[src/rtl/core/salc_set_mem.sv]
// Set memory: one row per set holding tag, valid, dirty and LRU rank of every way.
module salc_set_mem #(
    parameter int SETS  = 256,
    parameter int ROW_W = 8
) (
    input  logic                            clk,
    input  logic [$clog2(SETS > 1 ? SETS : 2)-1:0] rd_addr,
    output logic [ROW_W-1:0]                rd_data,
    input  logic                            wr_en,
    input  logic [$clog2(SETS > 1 ? SETS : 2)-1:0] wr_addr,
    input  logic [ROW_W-1:0]                wr_data
);

    logic [ROW_W-1:0] mem [SETS];

    // One write port, one registered read port.
    always_ff @(posedge clk)
    begin
        if (wr_en)
        begin
            mem[wr_addr] <= wr_data;
        end
        rd_data <= mem[rd_addr];
    end

endmodule

[config.mk]
export PLATFORM = sky130hd
export DESIGN_NAME = salc_set_mem
export DESIGN_NICKNAME = d
export VERILOG_FILES = /design/src/rtl/core/salc_set_mem.sv
export SDC_FILE = /design/constraint.sdc
export NUM_CORES = 2
export LEC_CHECK = 0
export ABC_CLOCK_PERIOD_IN_PS = 8100
export BUFFER_PORTS_ARGS = -buffer_cell sky130_fd_sc_hd__buf_4
export CAP_MARGIN = 40
export CORE_ASPECT_RATIO = 0.6
export CORE_MARGIN = 2
export CORE_UTILIZATION = 53
export CTS_CLUSTER_DIAMETER = 80
export DETAILED_ROUTE_END_ITERATION = 8
export PLACE_DENSITY = 0.69
export SLEW_MARGIN = 25
export SYNTH_ARGS = -nofsm -noshare
export SYNTH_HDL_FRONTEND = slang
export SYNTH_SLANG_ARGS = --single-unit
export TNS_END_PERCENT = 50
[constraint.sdc]
create_clock -name clk -period 8.1 [get_ports clk]
set_input_delay 2.43 -clock clk [delete_from_list [all_inputs] [get_ports clk]]
set_output_delay 2.43 -clock clk [all_outputs]
set_load 0.02 [all_outputs]
### Word level (Yosys, flattened, before mapping)

Memory sizes are Yosys's and may differ from the RTL's. A register that Yosys moved wholly into a read port is not among the register bits.
Cells that the tools add are included.

| word-level totals | value |
|---|---|
| register bits after elaboration | 0 |
| bits in writable memories | 2048 |
| memories kept | 1 |
| word-level logic and storage cells | 3 |
| input bits | 26 |
| output and inout bits | 8 |

Memories:

| memory | words | width | read ports | clocked after memory_dff | write ports | line | text |
|---|---|---|---|---|---|---|---|
| mem | 256 | 8 | 1 | 1 | 1 | 14 | `logic [ROW_W-1:0] mem [SETS];` |

| operators by class | value |
|---|---|
| multiplexer cells | 2 |

Operators by type and width:

| kind | number |
|---|---|
| $mux 1 | 2 |

### Depth between registers and ports, before layout

| logic depth | value |
|---|---|
| word-level depth | 2 |
| gate-level depth with buffers | 11 |
| mapped depth without buffers | 6 |

### Worst setup path after synthesis

No wires, ideal clock.

| timing path | value |
|---|---|
| path kind | in2reg |
| start point | input port rd_addr[0] in the netlist's numbering |
| end point | register rd_data[2], read port of mem |
| setup time | 0.131 ns |
| data arrival time | 4.237 ns |
| buffers on the path | 4 |
| data required time | 7.969 ns |
| cell stages on the path | 9 |
| slack | 3.732 ns |
| cell sequence | buf_6 > buf_12 > buf_8 > buf_2 > mux4_2 > a22oi_1 > a21oi_1 > nor4_1 > nor4_2 |

RTL lines:

| what | line | text |
|---|---|---|
| start, declared | 7 | `input logic [$clog2(SETS > 1 ? SETS : 2)-1:0] rd_addr,` |
| end, declared | 8 | `output logic [ROW_W-1:0] rd_data,` |

==> metrics.txt <==
# TYPE chip_impl_metric gauge
chip_impl_metric{name="cts.htree.levels",unit=""} 4
chip_impl_metric{name="number_of_violations_reported_at_the_end_of_detailed_routing_iteration_0",unit=""} 6946
chip_impl_metric{name="route.detailed.drc",unit=""} 0
chip_impl_metric{name="routed-via-count",unit=""} 40500
chip_impl_info{name="synth_ff_type",value="sky130_fd_sc_hd__edfxtp_1"} 1
chip_impl_metric{name="dpl.hpwl",unit="um"} 124000
chip_impl_info{name="crit_type",value="primary input to flip-flop"} 1
chip_impl_metric{name="global_route.overflow_total",unit=""} 0
chip_impl_info{name="cts_root_buf",value="sky130_fd_sc_hd__clkbuf_16"} 1
chip_impl_metric{name="cts_buffers",unit=""} 172
chip_impl_metric{name="synth_area_per_cell",unit="um^2"} 21.3
chip_impl_metric{name="firstDrtPassIters",unit=""} 6
chip_impl_metric{name="syn_inst",unit=""} 3733
chip_impl_metric{name="final.setup.worst_slack",unit="ps"} 2650
chip_impl_metric{name="die_w",unit="um"} 504
chip_impl_metric{name="net_count_after_synthesis",unit=""} 3759
chip_impl_metric{name="cts-hold-fix-buffers",unit=""} 0
chip_impl_metric{name="globalRouteMet1Util",unit=""} 0.429
chip_impl_metric{name="vertical_die_dimension",unit="um"} 304
chip_impl_metric{name="worst_case_clock_skew",unit="ps"} 29.9
chip_impl_metric{name="fp.dieArea",unit="mm^2"} 0.153
chip_impl_info{name="outcome",value="finished, final reports clean"} 1
chip_impl_metric{name="final_layout_size_suffix_gt1_frac",unit=""} 0.250
chip_impl_info{name="tritoncts",value="built"} 1
chip_impl_metric{name="vdd.ir_drop.worst",unit="mV"} 0.244
chip_impl_metric{name="multiInputGateArea",unit="mm^2"} 0.0166
chip_impl_metric{name="grt_antenna_before_repair",unit=""} 7
chip_impl_metric{name="postRouteAntennaNets",unit=""} 0
chip_impl_metric{name="clkLatencyLatePin",unit="ps"} 800
chip_impl_info{name="worst_setup_path_start_kind",value="primary input"} 1
chip_impl_metric{name="worst_pin_slew",unit="ps"} 985
chip_impl_metric{name="post-layout-total-power",unit="uW"} 20900
chip_impl_metric{name="boundaryPins",unit=""} 34
chip_impl_metric{name="synthesis.area",unit="mm^2"} 0.0796
chip_impl_info{name="synth.most_common_cell",value="sky130_fd_sc_hd__edfxtp_1"} 1
chip_impl_metric{name="grt_first_pass_wirelength",unit="um"} 287000
chip_impl_metric{name="synth.ff_latch_count",unit=""} 2056
chip_impl_metric{name="cp_data_required_time",unit="ps"} 8730
chip_impl_metric{name="final-max-slew-violation-count",unit=""} 0
chip_impl_metric{name="finalWirelength",unit="um"} 202000
chip_impl_metric{name="worst_setup_hold_path_clk_slew",unit="ps"} 70
chip_impl_metric{name="fill_cells",unit=""} 10400
chip_impl_metric{name="final-seq-area",unit="mm^2"} 0.0617
chip_impl_metric{name="use_met2",unit=""} 0.348
chip_impl_metric{name="via_count_of_the_first_global_routing_pass",unit=""} 38100
chip_impl_metric{name="groute.layer.met3.usage",unit=""} 0.0828
chip_impl_metric{name="cts_setup_buffers",unit=""} 0
chip_impl_metric{name="post_cts_resized",unit=""} 0
chip_impl_info{name="post_synth_main_area_contributors",value="sky130_fd_sc_hd__edfxtp_1, sky130_fd_sc_hd__mux4_2, sky130_fd_sc_hd__mux2i_1, sky130_fd_sc_hd__nor2_1, sky130_fd_sc_hd__a22oi_1"} 1
chip_impl_metric{name="synth_sequential_area_ratio",unit=""} 0.775
chip_impl_metric{name="final-setup-viol-count",unit=""} 0
chip_impl_metric{name="dpl_worst_slack",unit="ps"} 1760
chip_impl_metric{name="maxSlewHeadroom",unit=""} 0.344
chip_impl_metric{name="detailed_place.area",unit="mm^2"} 0.0825
chip_impl_metric{name="p_leak",unit="uW"} 0.0276
chip_impl_metric{name="placement_rows",unit=""} 110
chip_impl_info{name="rsz0062_at_grt",value="no"} 1
chip_impl_metric{name="nNetsFinal",unit=""} 4006
chip_impl_metric{name="port-buffer-count",unit=""} 33
chip_impl_metric{name="initial_utilization",unit=""} 0.532
chip_impl_info{name="synth_top_area_cell",value="sky130_fd_sc_hd__edfxtp_1"} 1
chip_impl_metric{name="synth_top_area_frac",unit=""} 0.773
chip_impl_metric{name="fmax",unit="MHz"} 184
chip_impl_metric{name="clock_sinks",unit=""} 2056
chip_impl_metric{name="ys.warnings.count",unit=""} 0
chip_impl_metric{name="max_cap_viol_count",unit=""} 0
chip_impl_metric{name="async_flop_share",unit=""} 0
chip_impl_info{name="yosys-top-cells-count",value="sky130_fd_sc_hd__edfxtp_1, sky130_fd_sc_hd__mux4_2, sky130_fd_sc_hd__nor2_1"} 1
chip_impl_metric{name="accumulated_negative_setup_slack",unit="ps"} 0
chip_impl_info{name="grt-busiest-layer",value="met1"} 1
chip_impl_metric{name="synthDistinctLibCells",unit=""} 55
chip_impl_metric{name="post-route-cell-area",unit="mm^2"} 0.0888
chip_impl_metric{name="report.final.hold_viol_count",unit=""} 0
chip_impl_metric{name="crit_path_max_fanout",unit=""} 41
chip_impl_metric{name="area_delta_synth_final",unit="%"} 11.6
chip_impl_metric{name="power_density",unit="mW/mm^2"} 236
chip_impl_metric{name="drt_via_density",unit=""} 6.61
chip_impl_metric{name="cts-root-to-sink-buffers",unit=""} 3
chip_impl_info{name="hold_path_class",value="flip-flop to flip-flop"} 1
chip_impl_metric{name="synth_edf_count",unit=""} 2048
chip_impl_metric{name="grt_max_degree",unit=""} 210
chip_impl_info{name="worstSetupEndpointType",value="flip-flop"} 1
chip_impl_metric{name="finalCriticalPeriod",unit="ps"} 5450
chip_impl_metric{name="grt_usage",unit=""} 0.262
chip_impl_metric{name="globalplace.congestion",unit=""} 0.863
chip_impl_metric{name="worst-endpoint-arrival",unit="ps"} 6080
chip_impl_metric{name="wl_per_cell",unit="um"} 32.9
chip_impl_metric{name="core_area",unit="mm^2"} 0.149
chip_impl_metric{name="min_period_over_period",unit=""} 0.673
[cells by family (layout without fill, tap and decap cells)]
| family | count (synthesis) | after routing | share of synthesized area |
|---|---|---|---|
| AND/OR/NAND/NOR | 466 | 466 | 0.0263 |
| multiplexers | 591 | 591 | 0.146 |
| buffers and inverters | 235 | 619 | 0.0183 |
| other | 0 | 1 | 0 |
| AO/OA/AOI/OAI | 385 | 385 | 0.0342 |
| flip-flops | 2056 | 2056 | 0.775 |
[worst max-delay path, stage by stage]
cell	delay, ps
sky130_fd_sc_hd__buf_8	440
sky130_fd_sc_hd__buf_12	390
sky130_fd_sc_hd__buf_4	510
sky130_fd_sc_hd__buf_4	340
sky130_fd_sc_hd__mux4_2	550
sky130_fd_sc_hd__o22a_1	220
sky130_fd_sc_hd__o21ai_0	100
sky130_fd_sc_hd__a2111oi_0	160
sky130_fd_sc_hd__buf_1	180
sky130_fd_sc_hd__nor3_1	580
sky130_fd_sc_hd__nor4_2	110
[per-stage QoR]
stage | util | hold slack (ps) | instances
floorplan | - | 770 | 3733
global placement | 0.547 | 991 | 5633
detailed placement | 0.552 | 990 | 5704
CTS | 0.588 | 1000 | 6015
global route | 0.594 | 1120 | 6133
finish | 0.594 | 997 | 6134
[cell usage in the layout, fill, tap and decap left out, drive strengths merged, types with 4 or more instances in the layout]
cell	instances
a221oi	14
and2	6
edfxtp	2048
a211oi	16
a2111oi	5
o22a	5
o21ai	12
dfxtp	8
mux4	456
a22o	8
nand4	10
clkinv	78
o211ai	10
nand2	33
a21oi	96
o221ai	47
nand2b	8
inv	10
mux2i	134
nor2	282
or2	4
nor3	22
clkbuf	246
o32ai	5
buf	271
bufinv	11
o22ai	28
nand3	34
nor2b	31
a22oi	133
nor4	27
[where the power goes]
group	switching, uW	leakage, uW	total, uW	internal, uW
clock network	3760	0.00263	8090	4330
logic	723	0.00650	1090	369
registers	21.0	0.0185	11700	11700
[layer usage]
| layer | vias up | wire, um |
|---|---|---|
| met5 | - | 28 |
| met1 | 21300 | 83900 |
| met2 | 2840 | 84400 |
| met3 | 232 | 30500 |
| li1 | 16200 | - |
| met4 | 4 | 3050 |
[layout make-up]
type,instances,share of cell area
sequential,2056,0.694
multi-input combinational,1442,0.187
clock buffer,212,0.0509
inverter,2,0.0000846
tap,2016,0.0284
timing repair buffer,306,0.0299
antenna,1,0.0000282
clock inverter,99,0.00954
[worst paths after layout]
path                                  start          to  slack, ps  cells past startpoint
worst max-delay path             rd_addr[0]  rd_data[0]       2650                     11
worst max register to register  mem[142][7]  rd_data[7]       5360                      7
worst min register to register   mem[60][0]  rd_data[0]       1000                      6
worst min-delay path             mem[60][0]  rd_data[0]       1000                      6
[sequential cells by signal (all words and copies together) (netlist names)]
register,cells
mem,2048
rd_data,8
No activity file was read; power rests on OpenSTA's default activity.
