[src/rtl/core/salc_pkg.sv]
// Package with constants, types and helpers of the set-associative LRU cache tag block.
package salc_pkg;

    localparam int SETS_DEF      = 256;
    localparam int WAYS_DEF      = 8;
    localparam int ADDR_BITS_DEF = 32;

    localparam int MAX_OFFSET_BITS = 16;
    localparam int MAX_INDEX_BITS  = 8;
    localparam int NUM_STATS       = 8;
    localparam int CNT_W           = 32;
    localparam int CFG_IDX_W       = 2;
    localparam int CFG_DATA_W      = 5;
    localparam int WAY_OUT_W       = 3;

    // Configuration register indexes.
    localparam logic [CFG_IDX_W-1:0] CFG_OFFSET_BITS = 2'd0;
    localparam logic [CFG_IDX_W-1:0] CFG_INDEX_BITS  = 2'd1;
    localparam logic [CFG_IDX_W-1:0] CFG_WAYS_IN_USE = 2'd2;

    // Sequencer states.
    typedef enum logic [1:0] {
        ST_CLEAR,
        ST_IDLE,
        ST_LOOKUP,
        ST_WRITE
    } ctrl_state_t;

    // Lookup outcome handed from the lookup logic to the top level.
    typedef struct packed {
        logic                 hit;
        logic                 writeback;
        logic [WAY_OUT_W-1:0] way;
    } lookup_res_t;

    // Statistics event flags for one access.
    typedef struct packed {
        logic wr;
        logic hit;
        logic wb;
    } stat_evt_t;

    function automatic logic [CNT_W-1:0] sat_inc(input logic [CNT_W-1:0] v, input logic en);
        logic [CNT_W-1:0] r;
        r = v;
        if (en && (v != {CNT_W{1'b1}}))
        begin
            r = v + 1'b1;
        end
        return r;
    endfunction

endpackage

[src/rtl/core/salc_stats.sv]
// Eight saturating statistics counters of the cache tag block.
module salc_stats
    import salc_pkg::*;
(
    input  logic                            clk,
    input  logic                            rst_n,
    input  logic                            bump,
    input  stat_evt_t                       evt,
    output logic [NUM_STATS-1:0][CNT_W-1:0] counts
);

    logic [NUM_STATS-1:0][CNT_W-1:0] cnt_reg;
    logic [NUM_STATS-1:0][CNT_W-1:0] cnt_next;

    // Each counter steps on its own event and sticks at all ones.
    always_comb
    begin
        cnt_next    = cnt_reg;
        cnt_next[0] = sat_inc(cnt_reg[0], bump);
        cnt_next[1] = sat_inc(cnt_reg[1], bump && evt.hit);
        cnt_next[2] = sat_inc(cnt_reg[2], bump && !evt.hit);
        cnt_next[3] = sat_inc(cnt_reg[3], bump && evt.wb);
        cnt_next[4] = sat_inc(cnt_reg[4], bump && !evt.wr);
        cnt_next[5] = sat_inc(cnt_reg[5], bump && evt.wr);
        cnt_next[6] = sat_inc(cnt_reg[6], bump && !evt.hit && !evt.wr);
        cnt_next[7] = sat_inc(cnt_reg[7], bump && !evt.hit && evt.wr);
    end

    always_ff @(posedge clk or negedge rst_n)
    begin
        if (!rst_n)
        begin
            cnt_reg <= '0;
        end
        else
        begin
            cnt_reg <= cnt_next;
        end
    end

    assign counts = cnt_reg;

endmodule

[config.mk]
export PLATFORM = sky130hd
export DESIGN_NAME = salc_stats
export DESIGN_NICKNAME = d
export VERILOG_FILES = /design/src/rtl/core/salc_pkg.sv /design/src/rtl/core/salc_stats.sv
export SDC_FILE = /design/constraint.sdc
export NUM_CORES = 1
export LEC_CHECK = 0
export ABC_AREA = 1
export BUFFER_PORTS_ARGS = -buffer_cell sky130_fd_sc_hd__buf_2
export CORE_MARGIN = 5
export CORE_UTILIZATION = 30
export CTS_BUF_LIST = sky130_fd_sc_hd__clkbuf_16
export CTS_CLUSTER_DIAMETER = 100
export CTS_CLUSTER_SIZE = 28
export DETAILED_ROUTE_END_ITERATION = 10
export PLACE_DENSITY_LB_ADDON = 0.15
export SLEW_MARGIN = 40
export SYNTH_ARGS = -nofsm -noshare
export SYNTH_HDL_FRONTEND = slang
export SYNTH_SLANG_ARGS = --single-unit
[constraint.sdc]
create_clock -name clk -period 2.2 [get_ports clk]
set_input_delay 0.11 -clock clk [delete_from_list [all_inputs] [get_ports clk]]
set_output_delay 0.11 -clock clk [all_outputs]
set_load 0.01 [all_outputs]
* Word level (Yosys, flattened, before mapping)
Index checks and enable logic that the tools add are counted.
Cells by class: add/subtract/negate cells 8, equal/unequal tests 8, reductions and logical operators 17
Operators by type and width (number):
- 32-bit by 1-bit adder with 32-bit output (second input constant) | 8
- 32-bit != test (second input constant) | 8
- 1-bit logical AND | 15
- 1-bit logical NOT | 2
Storage, ports and cells: bits in registers 256, input port bits 6, logic and storage cells 41

* Logic depth before layout (Yosys ltp)
Gate-level depths: netlist (run 1).
word-level depth 4, gate-level depth with buffers 11

* Worst setup path before layout (run 1)
Ideal clock, no wire load.
path type register to register, from reg cnt_reg, in the netlist counts[224], to reg cnt_reg, in the netlist counts[251], arrival time 1.637 ns, slack 0.447 ns, cell stages (with the launch flop) 12, path buffers 1, clock period less this slack 1.753 ns, cell sequence dfrtp_1 -> ha_1 -> inv_2 -> nor2_2 -> nand2_2 -> nor2_4 -> nand2_4 -> nand2_4 -> inv_2 -> buf_6 -> nand2_1 -> nand2_1
Between the ends: word-level cells in the longest chain between the ends 2, elaborated cells between the ends (all ways) 3
Ends and longest elaborated chain:
- start, declared | RTL line salc_stats.sv:12 | logic [NUM_STATS-1:0][CNT_W-1:0] cnt_reg;
- start signal, assigned | RTL line salc_stats.sv:37 | cnt_reg <= cnt_next;
- branches (longest 2 deep; another with 32-bit by 1-bit adder with 32-bit output)
Parallel ways; which one is timed is not known. A chain may end at the register's enable or synchronous reset.

* Worst setup path in the final report (run 1)
from reg cnt_reg, in the netlist counts[65], to reg cnt_reg, in the netlist counts[74]
The elaborated chain is that of the path after synthesis.

==> run metrics, run 1 <==
first-pass GRT wire length=between 90 and 100 mm; crit start category=register; commonest non-fill, non-tap cell in the layout=sky130_fd_sc_hd__nand2_1; number of instances in the synthesized netlist=2642; HP Class=input port to asynchronous set/reset pin; data arrival time of the worst path=2.46 ns; number of flip-flops and latches in the synthesized netlist=256; Fmax achieved=492 MHz; die height=247 µm; detail-routed via count per cell=4.64; adder and majority gate portion of the synthesized area=0.594%; combined global-route utilization of all metal layers=a little under a fifth; H-tree depth=1; Clock Latency Late Sink=0.56 ns; distinct cell type count after synthesis=29; post-synthesis instance area=~0.017 mm²; Final GP Congestion=0.948; RSZ-0062 raised after global routing=false; initial antenna violation count=0; pre-CTS setup slack=0.0811 ns; Post-CTS Repair Setup Buffers=0; First-pass DRT Iterations=8; area of combinational cells with multiple inputs=between 0.009 and 0.01 mm²; number of max-slew violations in the final report=0; total wire length after detailed routing=56.8 mm; worst relative slew slack=49.6%; share of cells above drive strength 1=between 10% and 20%; sequential fraction of the synthesis area=38.0%; Area growth syn-to-layout=19.9%; clock slew at reported path FFs=0.10 ns; TritonCTS clock tree=done; minimum period implied by the final worst setup slack=slightly above 2 ns; filler cell count in the final layout=roughly 6100; Hold Vio Cnt, Final=0; number of flip-flops in the largest register=256; part of the cycle the worst path needs=92.3%; main combinational cell family by area after synthesis=simple AND/OR/NAND/NOR gates; CTS root buffer=sky130_fd_sc_hd__clkbuf_16; global route overflow=0; post-detailed-route count of antenna-violating nets=0; number of DRC markers after the initial detailed-route iteration=945; Final Worst Setup Slack=0.169 ns; static leakage power=between 9 and 10 nW; drt drc=0; total inserted antenna cells=0; Final Instance Count excl. Fillers=around 3700; WS Path Type=register to register; I/O pin total=262; Post-Synth Simple-Gate Area=50.4%; final standard cell utilization of the core=36.1%; nets in the synthesized netlist=between 2000 and 3000; Crit path required time=2.63 ns; PwrDens=542 mW/mm²; Least-Margin Pin Slew=0.755 ns; Std-Cell Rows=87; width of the chip=247 µm; Final setup violation count=0; synthesis warning total=0; highest ir drop seen on vdd=0.679 mV; number of placed instances with taps included=3696; endpoint type of the worst setup path=register; maximum fanout count along the critical path=23; WL/cell=~15 µm; Die Area=0.0611 mm²; Mapped Avg Cell Area=6.38 µm²; Synth Area in Compound Gates=less than 1%; status=completed; proportion of synthesized area in mux cells=0%; number of max-capacitance violations reported=0; Detail Placement HPWL=44.2 mm; pin count of the biggest net entering global routing=between 60 and 70; post-layout net count=slightly below 3000; Starting Density=30.1%; IO buf count=261; via count of the first global-routing pass=16500; sequential cell area in the final layout=0.00641 mm²; vias post-DR=17300; Sum Neg Setup Slack=0 ns; CTS max path bufs=3; synthesized-area fraction occupied by xor and xnor cells=3.95%; commonest cells after routing, fill and taps aside=1264 x sky130_fd_sc_hd__nand2_1, 407 x sky130_fd_sc_hd__nor2_1, 260 x sky130_fd_sc_hd__buf_2; clk sinks=around 260; Worst Clk Skew=roughly 0.025 ns; clock buffers created by TritonCTS=20; total core area=0.0561 mm²
==> repair_timing <==
action	4_1_cts	5_1_grt
endpoints found under the setup margin	0	24
hold endpoints to repair	255	0
hold buffers	2	0
gates resized for setup	0	2
==> power breakdown <==
| group | switching (mW) | total (mW) | internal [mW] | leakage [nW] |
|---|---|---|---|---|
| clock network | 2.20 | 4.09 | 1.90 | 0.344 |
| logic | 0.949 | 1.54 | 0.588 | 5.85 |
| registers | 0.383 | 5.34 | 4.96 | 3.52 |
==> cell usage after synthesis, drive strengths merged <==
library cell	number	area [µm²]
xor2	27	236
and3	1	6.26
a21oi	8	43.8
inv	207	780
dfrtp	256	6410
nand3	139	696
nor2	436	1750
nand2	1286	4920
nand4	63	394
buf	38	264
o21ai	22	110
xnor2	49	429
nor3	24	136
nand3b	73	556
ha	8	100
and2	5	31.3
==> final timing paths <==
kind | startpoint | cells after the start | end | slack [ns]
setup / recovery | counts[65] | 10 | counts[74] | 0.17
hold / removal | rst_n | 2 | counts[12] | 0.08
setup reg to reg | counts[65] | 10 | counts[74] | 0.17
hold reg to reg | counts[182] | 2 | counts[182] | 0.54
max in group asynchronous | rst_n | 3 | counts[172] | 1.35
min in group clk | evt[0] | 5 | counts[99] | 0.09
==> metal layers <==
layer | vias to the layer above | wire length, µm | global-route usage (%)
li1 | 8833 | - | -
met4 | 0 | 1160 | 3.89
met3 | 58 | 3020 | 2.92
met1 | 8042 | 26300 | 25.1
met2 | 387 | 26300 | 30.4
met5 | - | 0 | 0
==> critical path, stage by stage, from the launching register on <==
cell	delay, ns
sky130_fd_sc_hd__dfrtp_1	0.44
sky130_fd_sc_hd__ha_1	0.25
sky130_fd_sc_hd__inv_1	0.06
sky130_fd_sc_hd__nor2_2	0.20
sky130_fd_sc_hd__nand2_2	0.11
sky130_fd_sc_hd__nor2_4	0.16
sky130_fd_sc_hd__nand2_4	0.17
sky130_fd_sc_hd__nand2_8	0.20
sky130_fd_sc_hd__inv_2	0.16
sky130_fd_sc_hd__nand2_1	0.09
sky130_fd_sc_hd__nand2_1	0.05
==> metrics by stage <==
step / hold WS [ns] / area [µm²] / power (mW)
final: 0.0816 / 20200 / 11.0
after floorplan: -0.186 / 16900 / 6.19
after global placement: 0.0826 / 19500 / 6.97
after detailed placement: 0.0912 / 19500 / 7.00
after global routing: 0.113 / 20200 / 11.6
after CTS: 0.0668 / 20200 / 11.2
==> logic make-up after synthesis <==
group           count (synthesis)
compound gates                 30
buf+inv                       245
xor+xnor                       76
simple gates                 2027
flops                         256
fa+ha+maj                       8
==> cell type report <==
cell class,instances,area share (%)
inverters,207,3.85
well taps,756,4.68
clock buffers,21,2.60
multi-input cells,2141,46.7
flip-flops and latches,256,31.7
repair buffers,338,9.64
clock inverters,14,0.860
(Power assumes the default switching activity.)
==> run 2, diff against run 1 <==
REMOVE_ABC_BUFFERS = 1   (was not set)
==> run 2 against run 1 <==
- global-route usage is essentially flat
- largest cell class unchanged
- critical endpoint is now counts[226]
- combinational power decreased by 3%
- worst hold slack lost 0.010 ns
- clock power shrank 2%
- sequential power about the same
- via count grew 0.21%
- core utilization barely moved
- routed wire length grew 0.45%
- sequential cell count did not move
==> run metrics, run 2 (synthesis gave the netlist of run 1 again) <==
status=completed; worst hold path cell count=5; initial antenna violation count=1 (+1); global route overflow=0 (unchanged); WS Path Type=register to register; wire length on met2=26.1 mm (-0.48%); clock buffers created by TritonCTS=19 (-5.0%); clock slew at reported path FFs=0.09 ns (about the same); uppermost metal layer occupied by signal nets=met4; Final Worst Setup Slack=0.194 ns (+0.0254 ns); first-pass GRT wire length=90.5 mm (-0.81%); static leakage power=9.73 nW (+0.20%); RSZ-0062 raised after global routing=false; worst relative slew slack=52.8% (+3.2 points); highest ir drop seen on vdd=0.521 mV (-23%); endpoint type of the worst setup path=register; hold path startpoint=evt[2]; Fmax achieved=499 MHz (+1.3%); TritonCTS clock tree=done; total wire length after detailed routing=57.0 mm (+0.45%); Final GP Congestion=0.904 (-4.6%); PwrDens=536 mW/mm² (-1.2%); post-layout net count=2987 (+0.30%); Detail Placement HPWL=44.3 mm (+0.22%); Worst Hold End=counts[233]; setup slack of the worst register-to-register path=0.19 ns (+0.03 ns); Final Instance Count excl. Fillers=3743 (+0.27%); maximum fanout count along the critical path=17 (-26%); Least-Margin Pin Slew=0.707 ns (-0.0477 ns); Post-Route M1 WL=26.2 mm (-0.36%); IO buf count=261 (unchanged); commonest cells after routing, fill and taps aside=1264 x sky130_fd_sc_hd__nand2_1, 407 x sky130_fd_sc_hd__nor2_1, 260 x sky130_fd_sc_hd__buf_2; total non-filler cell area in the finished layout=0.0202 mm² (about the same); Area growth syn-to-layout=20.0% (about the same); part of the cycle the worst path needs=91.2% (-1.2 points); Worst Clk Skew=0.0332 ns (+0.00786 ns); CTS max path bufs=3 (unchanged); sequential cell area in the final layout=0.00641 mm² (unchanged); area of combinational cells with multiple inputs=0.00943 mm² (-0.16%); clk sinks=256 (unchanged); Crit path required time=2.66 ns (+0.03 ns); total power=10.8 mW (-1.2%); number of DRC markers after the initial detailed-route iteration=1070 (+13%); pin count of the biggest net entering global routing=74 (+21%); HP Class=input port to register; via count of the first global-routing pass=16500 (-0.036%); minimum period implied by the final worst setup slack=2.01 ns (-0.0254 ns); WL/cell=15.2 µm (+0.18%); number of max-capacitance violations reported=0 (unchanged); drt drc=0 (unchanged); detail-routed via count per cell=4.64 (about the same); post-detailed-route count of antenna-violating nets=0 (unchanged); I/O pin total=262 (unchanged); data arrival time of the worst path=2.47 ns (about the same); H-tree depth=1 (unchanged); post-placement cell area=0.0196 mm² (+0.34%); routed wire length on met3=3.49 mm (+16%); share of cells above drive strength 1=15.1% (+0.33 points); filler cell count in the final layout=6088 (-0.49%); Std-Cell Rows=87 (unchanged); Reg-to-Reg End=counts[226]; Worst Reg-to-Reg Cells=10 (unchanged); Final setup violation count=0 (unchanged); Crit Reg-Reg Startpoint=counts[224]; Hold Vio Cnt, Final=0 (unchanged); CTS root buffer=sky130_fd_sc_hd__clkbuf_16; vias post-DR=17400 (+0.21%); number of placed instances with taps included=3707 (+0.30%); die height=247 µm (unchanged); width of the chip=247 µm (unchanged); Starting Density=30.1% (unchanged); combined global-route utilization of all metal layers=18.2% (-0.023 points); Clock Latency Late Sink=0.55 ns (about the same); commonest non-fill, non-tap cell in the layout=sky130_fd_sc_hd__nand2_1; final worst hold slack=0.0714 ns (-0.0102 ns); number of flip-flops in the largest register=256 (unchanged); number of max-slew violations in the final report=0 (unchanged); pre-CTS setup slack=0.152 ns (+0.0714 ns); crit start category=register; Die Area=0.0611 mm² (unchanged); total core area=0.0561 mm² (unchanged); First-pass DRT Iterations=5 (-3)
[run 2: layout make-up]
type / instances / share of cell area, %
Clock buffer: 19 / 2.35
Timing Repair Buffer: 348 / 9.93
Multi-Input combinational cell: 2141 / 46.6
Tap cell: 756 / 4.67
Sequential cell: 256 / 31.7
Antenna cell: 2 / 0.0247
Clock inverter: 14 / 0.933
Inverter: 207 / 3.85
[run 2: worst max-delay path by stage]
stage	endpoint	cells past startpoint	slack, ns	start
3_5_place_dp	counts[172]	8	0.15	counts[160]
6_report	counts[226]	10	0.19	counts[224]
4_1_cts	counts[168]	8	0.13	counts[160]
5_1_grt	counts[212]	10	0.04	counts[192]
2_1_floorplan	counts[176]	9	0.04	counts[160]
3_3_place_gp	counts[137]	8	-0.05	counts[128]
[run 2: timing repair]
action | 4_1_cts | 5_1_grt
buffers inserted | 0 | 0
setup endpoints to repair | 0 | 1
gates resized for setup | 0 | 1
hold buffers | 1 | 0
hold endpoints to repair | 62 | 0
[run 2: worst max-delay path, stage by stage (launching register included)]
cell and delay (ns):
sky130_fd_sc_hd__dfrtp_1 0.46, sky130_fd_sc_hd__ha_2 0.29, sky130_fd_sc_hd__inv_2 0.05, sky130_fd_sc_hd__nor2_2 0.17
sky130_fd_sc_hd__nand2_2 0.12, sky130_fd_sc_hd__nor2_4 0.15, sky130_fd_sc_hd__nand2_4 0.14, sky130_fd_sc_hd__nand2_4 0.15
sky130_fd_sc_hd__buf_4 0.22, sky130_fd_sc_hd__nand2_1 0.08, sky130_fd_sc_hd__o21ai_0 0.09
[run 2: power breakdown]
part	internal [mW]	leakage, nW	switching, mW
registers	4.96	3.52	0.389
clock network	1.84	0.322	2.16
logic	0.568	5.89	0.935
[run 2: metal layers]
metal / up-vias / global-route usage [%]
li1: 8857 / -
met1: 8042 / 24.7
met2: 396 / 30.3
met3: 61 / 3.37
met4: 0 / 4.17
met5: - / 0
[run 2: through the flow]
stage	setup TNS [ns]	util, %
after floorplan	0	-
after global placement	-0.696	34.9
after detailed placement	0	34.9
after CTS	0	36.1
after global routing	0	36.1
final	0	36.1
