[src/rtl/core/salc_pkg.sv]
// Package with constants, types and helpers of the set-associative LRU cache tag block.
package salc_pkg;

    localparam int SETS_DEF      = 256;
    localparam int WAYS_DEF      = 8;
    localparam int ADDR_BITS_DEF = 32;

    localparam int MAX_OFFSET_BITS = 16;
    localparam int MAX_INDEX_BITS  = 8;
    localparam int NUM_STATS       = 8;
    localparam int CNT_W           = 32;
    localparam int CFG_IDX_W       = 2;
    localparam int CFG_DATA_W      = 5;
    localparam int WAY_OUT_W       = 3;

    // Configuration register indexes.
    localparam logic [CFG_IDX_W-1:0] CFG_OFFSET_BITS = 2'd0;
    localparam logic [CFG_IDX_W-1:0] CFG_INDEX_BITS  = 2'd1;
    localparam logic [CFG_IDX_W-1:0] CFG_WAYS_IN_USE = 2'd2;

    // Sequencer states.
    typedef enum logic [1:0] {
        ST_CLEAR,
        ST_IDLE,
        ST_LOOKUP,
        ST_WRITE
    } ctrl_state_t;

    // Lookup outcome handed from the lookup logic to the top level.
    typedef struct packed {
        logic                 hit;
        logic                 writeback;
        logic [WAY_OUT_W-1:0] way;
    } lookup_res_t;

    // Statistics event flags for one access.
    typedef struct packed {
        logic wr;
        logic hit;
        logic wb;
    } stat_evt_t;

    function automatic logic [CNT_W-1:0] sat_inc(input logic [CNT_W-1:0] v, input logic en);
        logic [CNT_W-1:0] r;
        r = v;
        if (en && (v != {CNT_W{1'b1}}))
        begin
            r = v + 1'b1;
        end
        return r;
    endfunction

endpackage

[src/rtl/core/salc_lookup.sv]
// Lookup and update logic: tag compare, victim choice and LRU aging on one set row.
module salc_lookup
    import salc_pkg::*;
#(
    parameter int WAYS  = 8,
    parameter int TAG_W = 32,
    parameter int RANK_W = 3
) (
    input  logic [WAYS-1:0][TAG_W-1:0]  tags,
    input  logic [WAYS-1:0]             valid,
    input  logic [WAYS-1:0]             dirty,
    input  logic [WAYS-1:0][RANK_W-1:0] rank,
    input  logic [TAG_W-1:0]            tag,
    input  logic                        wr,
    input  logic [WAYS-1:0]             in_use,
    output lookup_res_t                 res,
    output logic [WAYS-1:0][TAG_W-1:0]  tags_new,
    output logic [WAYS-1:0]             valid_new,
    output logic [WAYS-1:0]             dirty_new,
    output logic [WAYS-1:0][RANK_W-1:0] rank_new
);

    localparam int WIDX_W = $clog2(WAYS > 1 ? WAYS : 2);
    localparam logic [RANK_W-1:0] RANK_MAX = RANK_W'(WAYS - 1);

    logic [WAYS-1:0]   match;
    logic [WAYS-1:0]   free;
    logic              hit;
    logic              found;
    logic [WIDX_W-1:0] hit_way;
    logic [WIDX_W-1:0] free_way;
    logic [WIDX_W-1:0] lru_way;
    logic [RANK_W-1:0] best;
    logic [WIDX_W-1:0] way;
    logic              was_valid;
    logic [RANK_W:0]   old_rank;

    // Parallel compares and first-one picks over the ways.
    always_comb
    begin
        hit      = 1'b0;
        found    = 1'b0;
        hit_way  = '0;
        free_way = '0;
        lru_way  = '0;
        best     = '0;
        for (int i = WAYS - 1; i >= 0; i--)
        begin
            match[i] = in_use[i] && valid[i] && (tags[i] == tag);
            free[i]  = in_use[i] && !valid[i];
            if (match[i])
            begin
                hit     = 1'b1;
                hit_way = WIDX_W'(i);
            end
            if (free[i])
            begin
                found    = 1'b1;
                free_way = WIDX_W'(i);
            end
        end
        // Oldest way in use; the lowest way wins on a tie.
        for (int i = 0; i < WAYS; i++)
        begin
            if (in_use[i] && (rank[i] > best))
            begin
                best    = rank[i];
                lru_way = WIDX_W'(i);
            end
        end
    end

    // Chosen way, row update and LRU aging.
    always_comb
    begin
        if (hit)
        begin
            way = hit_way;
        end
        else if (found)
        begin
            way = free_way;
        end
        else
        begin
            way = lru_way;
        end
        was_valid = valid[way];
        old_rank  = was_valid ? {1'b0, rank[way]} : (RANK_W + 1)'(WAYS);

        res.hit       = hit;
        res.writeback = !hit && !found && dirty[way];
        res.way       = WAY_OUT_W'(way);

        tags_new  = tags;
        valid_new = valid;
        dirty_new = dirty;
        rank_new  = rank;
        for (int i = 0; i < WAYS; i++)
        begin
            if ((WIDX_W'(i) != way) && valid[i] && ({1'b0, rank[i]} < old_rank)
                && (rank[i] < RANK_MAX))
            begin
                rank_new[i] = rank[i] + 1'b1;
            end
        end
        rank_new[way] = '0;
        if (hit)
        begin
            dirty_new[way] = dirty[way] | wr;
        end
        else
        begin
            tags_new[way]  = tag;
            valid_new[way] = 1'b1;
            dirty_new[way] = wr;
        end
    end

endmodule

[config.mk]
export PLATFORM = sky130hd
export DESIGN_NAME = salc_lookup
export DESIGN_NICKNAME = d
export VERILOG_FILES = /design/src/rtl/core/salc_pkg.sv /design/src/rtl/core/salc_lookup.sv
export SDC_FILE = /design/constraint.sdc
export NUM_CORES = 1
export LEC_CHECK = 0
export BUFFER_PORTS_ARGS = -buffer_cell sky130_fd_sc_hd__buf_2
export CAP_MARGIN = 20
export CORE_AREA = 2 2 252 254
export DETAILED_ROUTE_END_ITERATION = 16
export DIE_AREA = 0 0 254 256
export GPL_ROUTABILITY_DRIVEN = 0
export GPL_TIMING_DRIVEN = 0
export MAX_ROUTING_LAYER = met4
export PLACE_DENSITY_LB_ADDON = 0.2
export SLEW_MARGIN = 20
export SYNTH_ARGS = -nofsm -noshare
export SYNTH_HDL_FRONTEND = slang
export SYNTH_SLANG_ARGS = --single-unit
[constraint.sdc]
create_clock -name vclk -period 21.1
set_input_delay 4.22 -clock vclk [all_inputs]
set_output_delay 4.22 -clock vclk [all_outputs]
set_load 0.05 [all_outputs]
; Word level (Yosys, flattened, before mapping)
; Cells that the tools add are included.
[op_classes]
n_reduce_logical = 70
n_lt_le_gt_ge = 26
muxes = 75
n_bitwise = 4
eq_ne = 15
add_sub_neg = 8
[ops]
columns = operator, n
row1 = 256-bit bitwise mux, 1
row2 = 32-bit equality test, 8
row3 = 256-bit 2-to-1 mux, 1
row4 = 3-bit 2-to-1 mux, 41
row5 = 32-bit demux with 3-bit select, 1
row6 = 1-bit logical AND, 59
row7 = 3-bit by 4-bit less-than comparator with 1-bit output, 8
row8 = 32-bit 2-to-1 mux, 1
row9 = 3-bit by 1-bit adder with 3-bit output (second input constant), 8
row10 = 24-bit AND, 1
row11 = 3-bit less-than comparator (second input constant), 8
row12 = 24-bit NOT, 1
row13 = 3-bit greater-than comparator, 7
row14 = 1-bit 2-to-1 mux, 20
row15 = 8-bit bitwise mux, 2
row16 = 8-bit 2-to-1 mux, 2
row17 = 3-bit inequality test (first input constant), 4
row18 = 1-bit logical NOT, 10
row19 = 3-bit binary-select mux with 3-bit select, 1
row20 = 3-bit demux with 3-bit select, 1
row21 = 8-bit OR, 1
row22 = 1-bit binary-select mux with 3-bit select, 2
row23 = 2-bit by 3-bit inequality test with 1-bit output (first input constant), 2
row24 = 3-bit by 4-bit less-than comparator with 1-bit output (second input constant), 1
row25 = other kinds (7), 7
[word_totals]
input_bits = 337
register_bits = 0
word_cells = 198
output_inout_bits = 301

; Logic depth before layout (Yosys ltp)
; Gate-level depths: netlist (run 1).
[depth]
word_depth = 34
depth_mapped = 69
depth_no_buf = 66

; Worst setup path before layout (run 1)
; No wires, ideal clock.
[synth_path]
path_type = input -> output
startpoint = input rank[1] in the netlist's numbering
endpoint = output rank_new[5] in the netlist's numbering
arrival_ps = 16132
cell_stages = 64
slack_ps = 748
path_buffers = 3
path_cell_list = clkbuf_2 inv_1 ha_1 a21boi_1 and2_1 ha_1 nand3_1 o31a_1 nand2_1 nand2_1 o21ai_0 ha_1 nor2_1 a31oi_1 nor2_1 maj3_1 a21oi_1 a31oi_1 (+28 left out) a21oi_1 o21a_1 nand2b_1 or3_1 o211ai_4 buf_4 inv_2 clkbuf_1 o211ai_1 o21ai_0 o21ai_0 nand2_1 ha_1 o21ai_0 a31oi_1 o21a_1 nand3b_1 a211oi_1
[synth_lines]
columns = element, line
row1 = "start, declared", salc_lookup.sv:12  ; input logic [WAYS-1:0][RANK_W-1:0] rank,
row2 = "end, declared", salc_lookup.sv:20  ; output logic [WAYS-1:0][RANK_W-1:0] rank_new

==> summary.txt, run 1 <==
Run status
  – Outcome: finished clean

Finish
  – Sequential cells: 0
  – Fillers: around 7200
  – Area Growth Syn to Fin: 47.3%
  – Post-route cell area: 0.0138 sq mm
  – Register Area: 0 sq um
  – Clock Buffer Count: 0
  – Nets: approximately 2200
  – Layout cells sized above 1: 54.0%

Global route
  – First-pass GRT wire length: 110000 um
  – GRT Overall Usage: around a quarter
  – Vias in the first global route: about 13000
  – Initial antenna violation count: 18
  – Total gr overflow: 0
  – Largest net degree at the start of global routing: 11

Power and ir drop
  – Seq pwr share: 0%
  – Final Power: 805 uW
  – Maximum VDD drop: between 0.02 and 0.03 mV
  – Combinational power share: 100.0%
  – Design internal power: between 200 and 250 uW
  – Power share of the clock group: 0%
  – Sw Ratio: approximately 72%
  – PD cells: approximately 58 mW/mm^2
  – Psw: around 580 uW
  – Leakage power: approximately 6.4 nW

Place
  – Placed Area: around 0.014 sq mm
  – Port Buffers: 604
  – Place WS: -1.32 ns
  – Hpwl dp: 73700 um

Floorplan
  – Core ar.: slightly above 0.06 sq mm
  – Die Y: roughly 260 um
  – Num rows: 92
  – Starting Density: between 10% and 20%
  – Die area: between 0.06 and 0.07 sq mm
  – IO Pins: around 640
  – Die width: 254 um

Critical path
  – CP Launch Point: rank[1]
  – CP max-delay cell: ha_1
  – Critical path fanouts, max: 10
  – Crit path kind: in -> out
  – Setup crit end: rank_new[3]
  – Most frequent CP cell: ha_1
  – Arrival time at the worst endpoint: approximately 16 ns
  – Largest stage delay, worst path: approximately 0.37 ns
  – Crit start category: input port
  – Worst Setup End Kind: output port
  – CP Data Required Time: 16.88 ns

Min path
  – HP Class: in -> out
  – Beginning of the worst hold path: tags[55]

CTS
  – Cts hold-fix bufs: 0

Yosys
  – Area leader, netlist: mux2_2
  – Mapped Area: 0.00939 sq mm
  – Syn Inst Count: 1208
  – Yosys warns: 0
  – Yosys cell types: 70
  – Top-count cell post-synth: mux2_2
  – Synthesized Nets: between 1500 and 2000
  – Synth top cells by count: mux2_2 (255), xor2_1 (224), nand2_1 (90)
  – Seq/Total Area, Yosys: 0%
  – Top cells by area, synth: mux2_2 (31%), xor2_1 (21%), ha_1 (5.1%)
  – Share of the synthesized area in the top cell type: 30.6%
  – Syn Area/Cell: roughly 7.8 sq um

Drt
  – Overall routed net length: 84700 um
  – Drt wl/cell: around 32 um
  – Final ANT Viol Nets: 0
  – 1st-iter DRT viols: slightly above 1000
  – Drt pass-1 iters: 5
  – Number of vias per cell: 4.67
  – Remaining DRCs: 0
  – Routed via count: 12529

STA
  – Worst Max-Slew Pin Slew: approximately 1.2 ns
  – Fmax: a little under 50 MHz
  – Final Hold Viols: 0
  – Setup ws final: 0.667 ns
  – Fin crit period: a little over 20 ns
  – Max Slew Vio Count: 0
  – Slew margin rel.: between 10% and 20%
  – Setup-failing EPs final: 0
  – Setup TNS: 0 ns
  – Hold Slack: slightly below 9 ns
  – Final Cycle Share: 96.8%

Flow run
  – Maxcap violations: 0
critical path, delay by kind of cell:
family | cells | cell delay (ns)
AO/OA/AOI/OAI | 25 | 4.22
adder cells (fa/ha/maj) | 10 | 2.81
buffers and inverters | 8 | 1.27
multiplexers | 2 | 0.44
AND/OR/NAND/NOR | 24 | 3.22
layout make-up:
cell class	instances	area (sq um)	share of cell area (%)
Timing Repair Buffer	614	3110	22.5
Buffer	113	537	3.88
Tap cell	846	1060	7.65
Inverter	31	116	0.841
Multi-Input combinational cell	1064	8980	64.9
Antenna cell	14	35.0	0.253
how the worst min path moves through the flow:
stage | end | slack, ns | cells past startpoint
CTS | tags_new[56] | 8.90 | 3
floorplan | valid_new[3] | 8.69 | 1
global route | tags_new[56] | 8.92 | 3
global placement | tags_new[149] | 8.90 | 3
finish | tags_new[55] | 8.90 | 3
detailed placement | tags_new[149] | 8.90 | 3
power groups by stage:
stage,registers (mW),clock network (mW),logic [mW]
final,0,0.0000000789,0.805
after global routing,0,0.0000000508,0.838
after CTS,0,0,0.793
after detailed placement,0,0,0.784
after global placement,0,0,0.780
after floorplan,0,0,0.523
placed cells by master, fill, tap and decap left out, drive strengths merged, types with 16 or more instances in the layout:
cell / n
nor2: 44
mux2i: 21
inv: 31
nor4: 62
nand4: 20
o21ai: 30
xnor2: 35
clkbuf: 61
nand3: 39
xor2: 224
buf: 666
ha: 38
nand2: 90
a21oi: 23
a31oi: 16
mux2: 268
per-stage QoR:
stage	util, %	cells
after floorplan	-	1208
after global placement	21.6	2658
after detailed placement	21.7	2660
after CTS	21.8	2663
after global routing	22.2	2676
final	22.2	2682
repair_timing:
item | in CTS | in global routing
setup endpoints to repair | 141 | 221
setup buffers | 3 | 4
resized for setup | 17 | 41
pin swaps | 2 | 8
gates cloned | 0 | 0
cell families after synthesis:
| logic type | Yosys count | share of synthesized area, % |
|---|---|---|
| AO/OA/AOI/OAI | 142 | 11.1 |
| XOR/XNOR | 259 | 24.1 |
| adder cells (fa/ha/maj) | 39 | 5.17 |
| buffers and inverters | 144 | 6.54 |
| multiplexers | 289 | 34.4 |
| AND/OR/NAND/NOR | 335 | 18.7 |
layer usage:
| layer | up-vias | share of wire (%) | GRT usage, % |
|---|---|---|---|
| met3 | 110 | 5.1 | 2.56 |
| li1 | 5615 | - | - |
| met2 | 653 | 50 | 45.0 |
| met1 | 6151 | 40 | 29.6 |
| met4 | 0 | 4.7 | 9.12 |
| met5 | - | 0 | - |
(Power assumes the default switching activity.)
==> inputs of run 2 (changes only) <==
CORE_AREA = 2 2 249 251   (was 2 2 252 254)
DIE_AREA = 0 0 251 253   (was 0 0 254 256)
==> summary.txt, run 2 (synthesized netlist as in run 1, its figures left out) <==
STA
  – Setup-failing EPs final: 0 (unchanged)
  – Worst Max-Slew Pin Slew: 1.10 ns (was 1.21 ns)
  – Final Cycle Share: 97.3% (was 96.8%)
  – Fmax: 48.7 MHz (was 48.9 MHz)
  – Setup TNS: 0 ns (unchanged)
  – Final Hold Viols: 0 (unchanged)
  – Max Slew Vio Count: 0 (unchanged)
  – Fin crit period: 20.52 ns (was 20.43 ns)
  – Slew margin rel.: 26.3% (was 19.6%)
  – Hold Slack: 8.91 ns (was 8.90 ns)

Drt
  – Overall routed net length: 84400 um (was 84700 um)
  – 1st-iter DRT viols: 981 (was 1012)
  – Remaining DRCs: 0 (unchanged)
  – Drt wl/cell: 32.2 um (was 31.6 um)
  – Routed via count: 12549 (was 12529)
  – Drt pass-1 iters: 8 (was 5)
  – Final ANT Viol Nets: 0 (unchanged)
  – Number of vias per cell: 4.79 (was 4.67)

Finish
  – Register Area: 0 sq um (unchanged)
  – Sequential cells: 0 (unchanged)
  – Commonest non-fill, non-tap cell in the layout: buf_2 (unchanged)
  – Clock Buffer Count: 0 (unchanged)
  – Area Growth Syn to Fin: 45.6% (was 47.3%)
  – Commonest non-fill, non-tap cells in the layout: buf_2 (651), mux2_2 (255), xor2_1 (224) (unchanged)
  – Area of the multi-input gates: 0.00893 sq mm (was 0.00898 sq mm)
  – Fillers: 7004 (was 7227)
  – Layout cells sized above 1: 53.4% (was 54.0%)
  – Nets: 2196 (was 2199)

Floorplan
  – Core ar.: 0.0610 sq mm (was 0.0624 sq mm)
  – Die Y: 253 um (was 256 um)
  – Die area: 0.0635 sq mm (was 0.0650 sq mm)
  – Num rows: 91 (was 92)
  – Starting Density: 15.4% (was 15.1%)
  – IO Pins: 638 (unchanged)
  – Die width: 251 um (was 254 um)

Run status
  – Outcome: finished clean (unchanged)

Critical path
  – Critical path fanouts, max: 10 (unchanged)
  – CP Data Required Time: 16.88 ns (about the same)
  – Crit path kind: in -> out (unchanged)
  – Most frequent CP cell: ha_1 (unchanged)
  – Crit start category: input port (unchanged)
  – Worst Setup End Kind: output port (unchanged)
  – CP max-delay cell: nor2_1 (was ha_1)
  – Largest stage delay, worst path: 0.75 ns (was 0.37 ns)
  – Arrival time at the worst endpoint: 16.30 ns (was 16.21 ns)

Global route
  – Total gr overflow: 0 (unchanged)
  – Largest net degree at the start of global routing: 11 (unchanged)
  – Initial antenna violation count: 15 (was 18)
  – GRT Overall Usage: 25.8% (was 25.4%)
  – First-pass GRT wire length: 110000 um (about the same)
  – Vias in the first global route: 12430 (was 12710)

Min path
  – HP Class: in -> out (unchanged)

Flow run
  – Maxcap violations: 0 (unchanged)

Place
  – Hpwl dp: 74400 um (was 73700 um)
  – Port Buffers: 604 (unchanged)

Power and ir drop
  – Leakage power: 6.34 nW (was 6.37 nW)
  – PD cells: 58.5 mW/mm^2 (was 58.2 mW/mm^2)
  – Maximum VDD drop: 0.0247 mV (was 0.0261 mV)

CTS
  – Cts hold-fix bufs: 0 (unchanged)
run 2: area by class of cell:
type	instances	share of cell area (%)
timing repair buffer	611	22.6
inverter	31	0.851
antenna	12	0.220
buffer	113	3.85
multi-input combinational	1064	65.3
tap	790	7.23
run 2: final timing paths:
path / startpoint / end / depth (start not counted)
worst max-delay path: rank[1] / tags_new[59] / 58
worst min-delay path: tags[55] / tags_new[55] / 3
run 2: layer usage:
metal | track usage (%) | wire length [um] | vias to the layer above
met2 | 46.3 | 42600 | 638
li1 | - | - | 5618
met4 | 6.09 | 2710 | 0
met3 | 2.93 | 4610 | 82
met1 | 30.8 | 34500 | 6211
met5 | - | 0 | -
run 2: timing repair:
item | CTS | global route
buffers inserted | 2 | 4
setup endpoints to repair | 114 | 220
gates cloned | 0 | 0
pin swaps | 2 | 6
hold endpoints to repair | 0 | 0
resized for setup | 14 | 36
run 2: stage by stage:
step | power, mW | utilization (%) | setup slack [ns] | std cells | instance area, sq um
after CTS | 0.790 | 22.1 | 0.0150 | 2605 | 13500
after global placement | 0.779 | 22.0 | -0.972 | 2602 | 13400
after detailed placement | 0.782 | 22.0 | -1.14 | 2603 | 13400
final | 0.801 | 22.4 | 0.579 | 2621 | 13700
after floorplan | 0.523 | - | 0.748 | 1208 | 9390
after global routing | 0.834 | 22.4 | -0.0545 | 2616 | 13700
run 2: critical path: cells and delay by family:
kind,cells,cell delay (ns)
AOI/OAI and AO/OA,18,3.31
muxes,3,1.04
adders and majority gates,9,2.67
buffers and inverters,8,1.68
and+or+nand+nor,20,3.34
run 2: power breakdown:
| group | switching [mW] | internal [mW] |
|---|---|---|
| logic | 0.575 | 0.226 |
| clock network | 0 | 0.0000000766 |
| registers | 0 | 0 |
| total | 0.575 | 0.226 |
